==> src/sv/erb_pkg.sv <==
package erb_pkg;

  // Configuration port
  localparam int unsigned CFG_IDX_W  = 3;
  localparam int unsigned CFG_DATA_W = 16;

  // Default depth of the queue between front and back
  localparam int unsigned QUEUE_DEPTH_DEF = 2;

  // Fast-mono latency range
  localparam logic [15:0] FAST_MIN_MS = 16'd200;
  localparam logic [15:0] FAST_MAX_MS = 16'd400;

  // Configuration reset values
  localparam logic [15:0] FULL_MIN_RST    = 16'd2000;
  localparam logic [15:0] FULL_MAX_RST    = 16'd3000;
  localparam logic [15:0] PARTIAL_MIN_RST = 16'd300;
  localparam logic [15:0] PARTIAL_MAX_RST = 16'd500;
  localparam logic [15:0] CLEAR_RST       = 16'd4000;

  // Percentage scale
  localparam logic [6:0] PCT_SCALE = 7'd100;

  // Shared divider: the quotient always fits in DIV_Q_W bits
  localparam int unsigned DIV_NUM_W = 48;
  localparam int unsigned DIV_DEN_W = 32;
  localparam int unsigned DIV_Q_W   = 16;
  localparam int unsigned DIV_CNT_W = 4;

  typedef enum logic [1:0] {
    MODE_FULL    = 2'd0,
    MODE_PARTIAL = 2'd1,
    MODE_FAST    = 2'd2,
    MODE_CLEAR   = 2'd3
  } mode_t;

  typedef enum logic [CFG_IDX_W-1:0] {
    CFG_PANEL_WIDTH    = 3'd0,
    CFG_PANEL_HEIGHT   = 3'd1,
    CFG_PARTIAL_BUDGET = 3'd2,
    CFG_FULL_MIN_MS    = 3'd3,
    CFG_FULL_MAX_MS    = 3'd4,
    CFG_PARTIAL_MIN_MS = 3'd5,
    CFG_PARTIAL_MAX_MS = 3'd6,
    CFG_CLEAR_MS       = 3'd7
  } cfg_idx_t;

  typedef struct packed {
    logic [15:0] panel_width;
    logic [15:0] panel_height;
    logic [15:0] partial_budget;
    logic [15:0] full_min_ms;
    logic [15:0] full_max_ms;
    logic [15:0] partial_min_ms;
    logic [15:0] partial_max_ms;
    logic [15:0] clear_ms;
  } cfg_t;

  // Clipped request as it travels from front to back
  typedef struct packed {
    logic [15:0] cx;
    logic [15:0] cy;
    logic [15:0] cw;
    logic [15:0] ch;
    mode_t       mode;
  } item_t;

  // Queue status seen by front and back
  typedef struct packed {
    logic full;
    logic valid;
  } qstat_t;

  typedef enum logic [2:0] {
    S_IDLE     = 3'd0,
    S_MUL      = 3'd1,
    S_PREP     = 3'd2,
    S_PCT_GO   = 3'd3,
    S_PCT_WAIT = 3'd4,
    S_LAT_GO   = 3'd5,
    S_LAT_WAIT = 3'd6,
    S_FIN      = 3'd7
  } back_state_t;

endpackage

==> src/sv/erb_div.sv <==
module erb_div (
  input  logic                           clk,
  input  logic                           rst_n,
  input  logic                           start,
  input  logic [erb_pkg::DIV_NUM_W-1:0]  num,
  input  logic [erb_pkg::DIV_DEN_W-1:0]  den,
  output logic                           done,
  output logic [erb_pkg::DIV_Q_W-1:0]    quot
);
  import erb_pkg::*;

  // Restoring divider, one quotient bit a cycle. The upper numerator bits
  // must already be below the divisor, so only the low DIV_Q_W bits iterate.
  logic [DIV_DEN_W-1:0] rem_r, rem_nxt;
  logic [DIV_DEN_W-1:0] den_r, den_nxt;
  logic [DIV_Q_W-1:0]   sh_r, sh_nxt;
  logic [DIV_CNT_W-1:0] cnt_r, cnt_nxt;
  logic                 busy_r, busy_nxt;
  logic                 done_r, done_nxt;
  logic [DIV_DEN_W:0]   trial;
  logic [DIV_DEN_W:0]   diff;
  logic                 ge;

  assign trial = {rem_r, sh_r[DIV_Q_W-1]};
  assign diff  = trial - {1'b0, den_r};
  assign ge    = (trial >= {1'b0, den_r});
  assign done  = done_r;
  assign quot  = sh_r;

  always_comb begin
    rem_nxt  = rem_r;
    den_nxt  = den_r;
    sh_nxt   = sh_r;
    cnt_nxt  = cnt_r;
    busy_nxt = busy_r;
    done_nxt = 1'b0;
    if (start) begin
      rem_nxt  = num[DIV_NUM_W-1:DIV_Q_W];
      sh_nxt   = num[DIV_Q_W-1:0];
      den_nxt  = den;
      cnt_nxt  = '0;
      busy_nxt = 1'b1;
    end else if (busy_r) begin
      // Subtract where it fits, shift the quotient bit in
      rem_nxt = ge ? diff[DIV_DEN_W-1:0] : trial[DIV_DEN_W-1:0];
      sh_nxt  = {sh_r[DIV_Q_W-2:0], ge};
      cnt_nxt = cnt_r + 1'b1;
      if (cnt_r == DIV_CNT_W'(DIV_Q_W - 1)) begin
        busy_nxt = 1'b0;
        done_nxt = 1'b1;
      end
    end
  end

  always_ff @(posedge clk) begin
    if (!rst_n) begin
      busy_r <= 1'b0;
      done_r <= 1'b0;
      cnt_r  <= '0;
    end else begin
      busy_r <= busy_nxt;
      done_r <= done_nxt;
      cnt_r  <= cnt_nxt;
    end
  end

  always_ff @(posedge clk) begin
    rem_r <= rem_nxt;
    den_r <= den_nxt;
    sh_r  <= sh_nxt;
  end

endmodule

==> src/sv/erb_back.sv <==
module erb_back (
  input  logic            clk,
  input  logic            rst_n,
  input  erb_pkg::cfg_t   cfg,
  input  erb_pkg::qstat_t q_stat,
  input  erb_pkg::item_t  q_item,
  output logic            pop,
  output logic            out_valid,
  input  logic            out_ready,
  output logic [15:0]     out_clip_x,
  output logic [15:0]     out_clip_y,
  output logic [15:0]     out_clip_w,
  output logic [15:0]     out_clip_h,
  output logic [1:0]      out_done_mode,
  output logic            out_was_forced,
  output logic [6:0]      out_cover_percent,
  output logic [15:0]     out_took_ms,
  output logic [15:0]     out_partial_run,
  output logic [31:0]     out_flush_total,
  output logic [31:0]     out_forced_total,
  output logic [31:0]     out_time_total_ms
);
  import erb_pkg::*;

  back_state_t state_r, state_nxt;

  // Work registers
  item_t        item_r, item_nxt;
  logic [31:0]  panel_r, panel_nxt;
  logic [31:0]  cover_r, cover_nxt;
  mode_t        done_r, done_nxt;
  logic         forced_r, forced_nxt;
  logic [15:0]  lo_r, lo_nxt;
  logic [15:0]  span_r, span_nxt;
  logic [38:0]  pct_num_r, pct_num_nxt;
  logic [47:0]  lat_num_r, lat_num_nxt;
  logic [6:0]   pct_r, pct_nxt;

  // Running state
  logic [15:0]  pcount_r, pcount_nxt;
  logic [31:0]  forced_cnt_r, forced_cnt_nxt;
  logic [31:0]  flush_cnt_r, flush_cnt_nxt;
  logic [31:0]  time_r, time_nxt;

  // Output register
  logic         out_valid_r, out_valid_nxt;
  logic [15:0]  out_took_r, out_took_nxt;

  // Divider hookup
  logic                 div_start;
  logic [DIV_NUM_W-1:0] div_num;
  logic                 div_done;
  logic [DIV_Q_W-1:0]   div_quot;

  // Decision helpers
  logic         forced_now;
  mode_t        done_now;
  logic [15:0]  lo_sel;
  logic [15:0]  hi_sel;
  logic [15:0]  took_now;
  logic [15:0]  lat_q;

  erb_div u_div (
    .clk   (clk),
    .rst_n (rst_n),
    .start (div_start),
    .num   (div_num),
    .den   (panel_r),
    .done  (div_done),
    .quot  (div_quot)
  );

  // Budget check and latency range of the performed mode
  always_comb begin
    forced_now = (item_r.mode == MODE_PARTIAL || item_r.mode == MODE_FAST) &&
                 (pcount_r >= cfg.partial_budget);
    done_now   = forced_now ? MODE_FULL : item_r.mode;
    case (done_now)
      MODE_FULL: begin
        lo_sel = cfg.full_min_ms;
        hi_sel = cfg.full_max_ms;
      end
      MODE_PARTIAL: begin
        lo_sel = cfg.partial_min_ms;
        hi_sel = cfg.partial_max_ms;
      end
      MODE_FAST: begin
        lo_sel = FAST_MIN_MS;
        hi_sel = FAST_MAX_MS;
      end
      MODE_CLEAR: begin
        lo_sel = cfg.clear_ms;
        hi_sel = cfg.clear_ms;
      end
      default: begin
        lo_sel = cfg.full_min_ms;
        hi_sel = cfg.full_max_ms;
      end
    endcase
  end

  // Empty panel gives no interpolation
  assign lat_q    = (panel_r == '0) ? '0 : div_quot;
  assign took_now = lo_r + lat_q;
  assign div_num  = (state_r == S_PCT_GO) ? DIV_NUM_W'(pct_num_r) : lat_num_r;

  // Sequencer: next state and datapath
  always_comb begin
    state_nxt      = state_r;
    item_nxt       = item_r;
    panel_nxt      = panel_r;
    cover_nxt      = cover_r;
    done_nxt       = done_r;
    forced_nxt     = forced_r;
    lo_nxt         = lo_r;
    span_nxt       = span_r;
    pct_num_nxt    = pct_num_r;
    lat_num_nxt    = lat_num_r;
    pct_nxt        = pct_r;
    pcount_nxt     = pcount_r;
    forced_cnt_nxt = forced_cnt_r;
    flush_cnt_nxt  = flush_cnt_r;
    time_nxt       = time_r;
    out_valid_nxt  = out_valid_r;
    out_took_nxt   = out_took_r;
    pop            = 1'b0;
    div_start      = 1'b0;

    // Drop the result once taken
    if (out_valid_r && out_ready) begin
      out_valid_nxt = 1'b0;
    end

    case (state_r)
      S_IDLE: begin
        if (q_stat.valid) begin
          pop       = 1'b1;
          item_nxt  = q_item;
          state_nxt = S_MUL;
        end
      end
      S_MUL: begin
        panel_nxt  = cfg.panel_width * cfg.panel_height;
        cover_nxt  = item_r.cw * item_r.ch;
        done_nxt   = done_now;
        forced_nxt = forced_now;
        lo_nxt     = lo_sel;
        span_nxt   = (hi_sel < lo_sel) ? '0 : hi_sel - lo_sel;
        state_nxt  = S_PREP;
      end
      S_PREP: begin
        pct_num_nxt = 39'(cover_r) * 39'(PCT_SCALE) + 39'(panel_r >> 1);
        lat_num_nxt = 48'(span_r) * 48'(cover_r);
        if (panel_r == '0) begin
          pct_nxt   = '0;
          state_nxt = S_FIN;
        end else begin
          state_nxt = S_PCT_GO;
        end
      end
      S_PCT_GO: begin
        div_start = 1'b1;
        state_nxt = S_PCT_WAIT;
      end
      S_PCT_WAIT: begin
        if (div_done) begin
          pct_nxt   = div_quot[6:0];
          state_nxt = S_LAT_GO;
        end
      end
      S_LAT_GO: begin
        div_start = 1'b1;
        state_nxt = S_LAT_WAIT;
      end
      S_LAT_WAIT: begin
        if (div_done) begin
          state_nxt = S_FIN;
        end
      end
      S_FIN: begin
        // Hold until the output register is free
        if (!out_valid_r || out_ready) begin
          out_valid_nxt  = 1'b1;
          out_took_nxt   = took_now;
          pcount_nxt     = (done_r == MODE_FULL || done_r == MODE_CLEAR) ?
                           '0 : pcount_r + 1'b1;
          forced_cnt_nxt = forced_cnt_r + 32'(forced_r);
          flush_cnt_nxt  = flush_cnt_r + 1'b1;
          time_nxt       = time_r + 32'(took_now);
          state_nxt      = S_IDLE;
        end
      end
      default: begin
        state_nxt = S_IDLE;
      end
    endcase
  end

  always_ff @(posedge clk) begin
    if (!rst_n) begin
      state_r <= S_IDLE;
    end else begin
      state_r <= state_nxt;
    end
  end

  always_ff @(posedge clk) begin
    if (!rst_n) begin
      pcount_r     <= '0;
      forced_cnt_r <= '0;
      flush_cnt_r  <= '0;
      time_r       <= '0;
      out_valid_r  <= 1'b0;
    end else begin
      pcount_r     <= pcount_nxt;
      forced_cnt_r <= forced_cnt_nxt;
      flush_cnt_r  <= flush_cnt_nxt;
      time_r       <= time_nxt;
      out_valid_r  <= out_valid_nxt;
    end
  end

  always_ff @(posedge clk) begin
    item_r    <= item_nxt;
    panel_r   <= panel_nxt;
    cover_r   <= cover_nxt;
    done_r    <= done_nxt;
    forced_r  <= forced_nxt;
    lo_r      <= lo_nxt;
    span_r    <= span_nxt;
    pct_num_r <= pct_num_nxt;
    lat_num_r <= lat_num_nxt;
    pct_r     <= pct_nxt;
    out_took_r <= out_took_nxt;
  end

  // Output fields; item and decision registers change at the next pop, which
  // can happen while a result is held, so the fields are captured at load
  logic [15:0] cx_hold_r, cy_hold_r, cw_hold_r, ch_hold_r;
  mode_t       mode_hold_r;
  logic        forced_hold_r;
  logic [6:0]  pct_hold_r;
  logic        load_out;

  assign load_out = (state_r == S_FIN) && (!out_valid_r || out_ready);

  always_ff @(posedge clk) begin
    if (load_out) begin
      cx_hold_r     <= item_r.cx;
      cy_hold_r     <= item_r.cy;
      cw_hold_r     <= item_r.cw;
      ch_hold_r     <= item_r.ch;
      mode_hold_r   <= done_r;
      forced_hold_r <= forced_r;
      pct_hold_r    <= pct_r;
    end
  end

  assign out_valid         = out_valid_r;
  assign out_clip_x        = cx_hold_r;
  assign out_clip_y        = cy_hold_r;
  assign out_clip_w        = cw_hold_r;
  assign out_clip_h        = ch_hold_r;
  assign out_done_mode     = mode_hold_r;
  assign out_was_forced    = forced_hold_r;
  assign out_cover_percent = pct_hold_r;
  assign out_took_ms       = out_took_r;
  assign out_partial_run   = pcount_r;
  assign out_flush_total   = flush_cnt_r;
  assign out_forced_total  = forced_cnt_r;
  assign out_time_total_ms = time_r;

endmodule

==> config.mk <==
export PLATFORM = sky130hd
export DESIGN_NAME = erb_back
export DESIGN_NICKNAME = d
export VERILOG_FILES = /design/src/sv/erb_pkg.sv /design/src/sv/erb_div.sv /design/src/sv/erb_back.sv
export SDC_FILE = /design/constraint.sdc
export NUM_CORES = 2
export LEC_CHECK = 0
export BUFFER_PORTS_ARGS = -buffer_cell sky130_fd_sc_hd__buf_2
export CAP_MARGIN = 20
export CORE_ASPECT_RATIO = 1.5
export CORE_MARGIN = 2
export CORE_UTILIZATION = 30
export DETAILED_ROUTE_END_ITERATION = 6
export PLACE_DENSITY = 0.5
export SYNTH_ARGS = -nofsm -noshare
export SYNTH_HDL_FRONTEND = slang
export SYNTH_HIERARCHICAL = 1
export SYNTH_SLANG_ARGS = --single-unit
==> constraint.sdc <==
create_clock -name clk -period 31.1 [get_ports clk]
set_input_delay 6.22 -clock clk [delete_from_list [all_inputs] [get_ports clk]]
set_output_delay 6.22 -clock clk [all_outputs]
set_load 0.01 [all_outputs]
# Yosys cells after proc, flatten, opt, wreduce, memory -nomap -nowiden
# Cells that the tools add are included.
# totals
elab_cells	121
latchBits	0
regBits	551
inputBits	199
ram_bits	0
mem_count	0
mem_bits_ro	0
# classes
n_bitwise	2
order_cmp	3
n_addsub	9
n_reduce_logical	20
shift	0
multipliers	4
eq_ne	19
div	0
n_mux	30
# op_table
op	count
$pmux W16 S4	2
$mux W32	3
$mul A16 B16 Y32	2
$mux W16	4
$mul A16 B32 Y48	1
$mux W48	1
$add A39 B31 Y39	1
$mul A32 B5 Y37 const B	1
$ge A33 B32 Y1	1
$add A32 B1 Y32	1
$add A32 B1 Y32 const B	1
$add A32 B16 Y32	1
$logic_not A32 Y1	1
$sub A32 B32 Y32	1
$pmux W3 S8	1
$add A16 B1 Y16 const B	1
$add A16 B16 Y16	1
$ge A16 B16 Y1	1
$lt A16 B16 Y1	1
$sub A16 B16 Y16	1
$mux W3	5
$mux W7	2
$pmux W7 S2	1
$eq A3 B3 Y1 const B	4
22 further kinds	48

# Depth between registers and ports, before layout
# depth
depth_word	7
mapped_depth	27
ltp_nobuf	27

# Modules after synthesis
# The synthesis kept the hierarchy.
# by_module_without_submodules
mod	cells_each	n_inst	seq_area_each_um2	area_each_um2
erb_back	5990	1	12802.3	57231.1
erb_div	505	1	2522.4	5604.1

# Worst setup path after synthesis
# No wires, ideal clock.
# synth_path
kind	input port to output port
start	in q_stat[0] in the netlist's numbering
end	out pop
slack_ps	11679
arrival_ps	13201
required_time_ps	24880
path_stages	1
cell_sequence	nor4b_1
# synth_between
elab_chain_len	2
# synth_rtl
item	line	source
start: declaration	erb_back.sv:5	input erb_pkg::qstat_t q_stat,
$mux W1	erb_back.sv:136	if (q_stat.valid) begin
$mux W1	erb_back.sv:134	case (state_r)
end: declaration	erb_back.sv:7	output logic pop,
# No other way between the ends.

# Worst setup path in the final report
# Ends and elaborated chain as after synthesis.

==> impl_metrics.csv <==
group,metric,value,unit
worst_setup_path,r2r-end,"lat_num_r[47]$_DFFE_PP_",
layout,finalNetCount,8386,
synthesis,ys_seq_elements,551,
clocking,clk_pin_slew,0.06,ns
synthesis,syn_nets,8090,
sta,rsz0062_at_grt,"no",
worst_setup_path,critPathLaunchType,"input port",
layout,drive_gt1_frac,0.104,
hold_path,min_from,"item_r[46]$_DFFE_PP_",
hold_path,hold_depth,0,
global_routing,grt_pass1_vias,49100,
placed_design,portBuffers,401,
die,core-area,208000,um2
die,die-area,213000,um2
sta,whs,0.411,ns
synthesis,synth_xor_area_frac,0.0386,
sta,setup_violations,0,
global_routing,antenna_found_initial,6,
detailed_routing,drc_errors,0,
worst_setup_path,critPathCaptureType,"output pin",
synthesis,synth.distinct_cells,100,
flow_run,max-cap-violations,0,
detailed_routing,dr_total_vias,45700,
clocking,post-cts-setup-buffers,0,
sta,setup-tns-final,0,ns
synthesis,synthAdderAreaFrac,0.378,
detailed_routing,wl_per_cell,17.3,um
synthesis,async_reset_ff_frac,0,
synthesis,synth_area_leader_cell,"fa_1",
layout,fillCellCount,21400,
synthesis,synthTopCellsByCount,"inv_1 (1200), fa_1 (838), nand2_1 (828), ha_1 (558), and2_1 (438)",
synthesis,ys.flop_type,"edfxtp_1",
clocking,numClockSinks,551,
synthesis,post_synth.cell_area_avg,9.67,um2
sta,period_needed,13.32,ns
detailed_routing,drtAntennaViolNets,0,
sta,relSlewSlack,0.319,
layout,syn_to_final_growth,11.7,%
die,pin_count,403,
worst_setup_path,rr_startpoint,"cover_r[7]$_DFFE_PP_",
detailed_routing,first_pass_iters,7,
global_routing,grt_util_all_layers,0.158,
global_routing,grt_pass1_wl,266000,um
outcome,status,"finished clean",
clocking,clock_path_buffers,3,
layout,regArea,15300,um2
global_routing,grt_overflow,0,
synthesis,synthCells,6495,
placed_design,placement.cell_area,67800,um2
placed_design,gp_congestion,0.840,
worst_setup_path,arrival,7.10,ns
sta,worst_pin_slew,1.02,ns
worst_setup_path,r2r_slack,23.67,ns
sta,fmaxAchievable,75.1,MHz
global_routing,grt_max_degree,87,
synthesis,synth_enable_flop_cells,429,
clocking,clock_latency,0.69,ns
sta,finalCritPeriodShare,0.428,
sta,skew,0.0330,ns
worst_setup_path,worstSetupStartpoint,"q_stat[0]",
synthesis,ys_top_cells_by_area,"fa_1 (27%), edfxtp_1 (21%), ha_1 (11%), inv_1 (7.2%), nand2_1 (4.9%)",
layout,multi_input_area,42100,um2
clocking,htree_levels,3,
synthesis,synth_warnings,6,
worst_setup_path,worstPathMaxFanout,15,
hold_path,holdPathEnd,"out_clip_y[12]$_DFFE_PP_",
die,fp.dieW,378,um
synthesis,synth_top_family_by_area,"adder cells",
layout,fin_area,70200,um2
clocking,hold_buffers,0,
worst_setup_path,crit_required,24.88,ns
clocking,cts_tree,"done",
sta,drv_slew,0,
placed_design,dp_hpwl,130000,um
sta,hold_viol_final,0,
die,fp.dieH,565,um
die,initial_core_util,0.302,
clocking,clock-root-buffer,"clkbuf_16",
detailed_routing,drt_iter0_drc,1766,
worst_setup_path,critPathKind,"input port to output pin",
synthesis,synthSimpleGateAreaFrac,0.152,
clocking,cts_buffers,69,
die,num_rows,205,
clocking,cts_resized,0,
synthesis,yosysTopAreaCellShare,0.267,
synthesis,synth_compound_area_frac,0.0834,
synthesis,syn_area,62800,um2
hold_path,hold_class,"flip-flop to flip-flop",
synthesis,ys_seq_area_frac,0.244,
synthesis,synth_most_common_cell,"inv_1",
worst_setup_path,reg2reg_depth,23,
detailed_routing,drt_wl_total,167000,um
detailed_routing,viasPerCell,4.74,
synthesis,synth_mux_area_frac,0.0169,
## metal layers
metal,part of all wire,vias to the layer above,global-route usage,routed length (um)
met5,0.00013,-,0,21
met4,0.030,4,0.0513,4990
met3,0.040,252,0.0202,6750
met2,0.54,857,0.304,90800
met1,0.39,23200,0.176,64500
li1,-,21500,-,-
## worst max-delay path, stage by stage
cell and delay, ns:
buf_2 0.09, nor4b_2 0.18, buf_4 0.35, buf_2 0.21
## how the worst max path moves through the flow
stage	end	slack, ns
floorplan	pop	11.68
detailed placement	pop	17.73
finish	pop	17.78
CTS	pop	17.72
global placement	pop	17.73
global route	pop	17.67
## area by class of cell
type	instances	share of cell area
Inverter	1201	0.0643
Clock inverter	42	0.00713
Sequential cell	551	0.218
Timing Repair Buffer	453	0.0342
Clock buffer	86	0.0268
Multi-Input combinational cell	4515	0.599
Tap cell	2794	0.0498
Antenna cell	2	0.0000713
## registers in the layout (all words and copies together), names as in the netlist, 32 cells and up
register	count
u_div/rem_r	32
pct_num_r	39
out_flush_total	32
item_r	66
u_div/den_r	32
out_forced_total	32
lat_num_r	48
out_time_total_ms	32
panel_r	32
cover_r	32
## placed cells by master, fill, tap and decap left out, types with 21 or more instances in the layout
cell       count
buf_2        401
nand2_1      828
clkbuf_16     70
xor2_1       103
nand3_1       94
and2_1       436
edfxtp_1     429
nor2b_1       60
nand2b_1      34
buf_4         51
a21o_1        95
o21bai_1      23
o211ai_1      21
inv_1       1199
nor2_1       223
dfxtp_1      122
xnor2_1      174
a21oi_1      265
nand4_1       34
ha_1         558
o21ai_0      141
o21a_1        22
fa_1         838
o32a_1        21
and3_1        40
mux2_2        71
or3_1         45
a211oi_1      24
nor3_1        65
## per-stage QoR
step,util,std cells,worst slack [ns]
finish,0.337,9644,17.78
global placement,0.326,9511,17.73
detailed placement,0.326,9513,17.73
CTS,0.337,9641,17.72
floorplan,-,6495,11.68
global route,0.337,9643,17.67
## cell families after synthesis
family,Yosys count
xor gates and xnor gates,277
buffers and inverters,1429
adders and majority gates,1396
DFF,551
muxes,91
AOI/OAI and AO/OA,798
and+or+nand+nor,1953
Power is left out: the tool's default activity adds up to more than one toggle a clock period on the data nets, which glitch-free logic cannot reach.
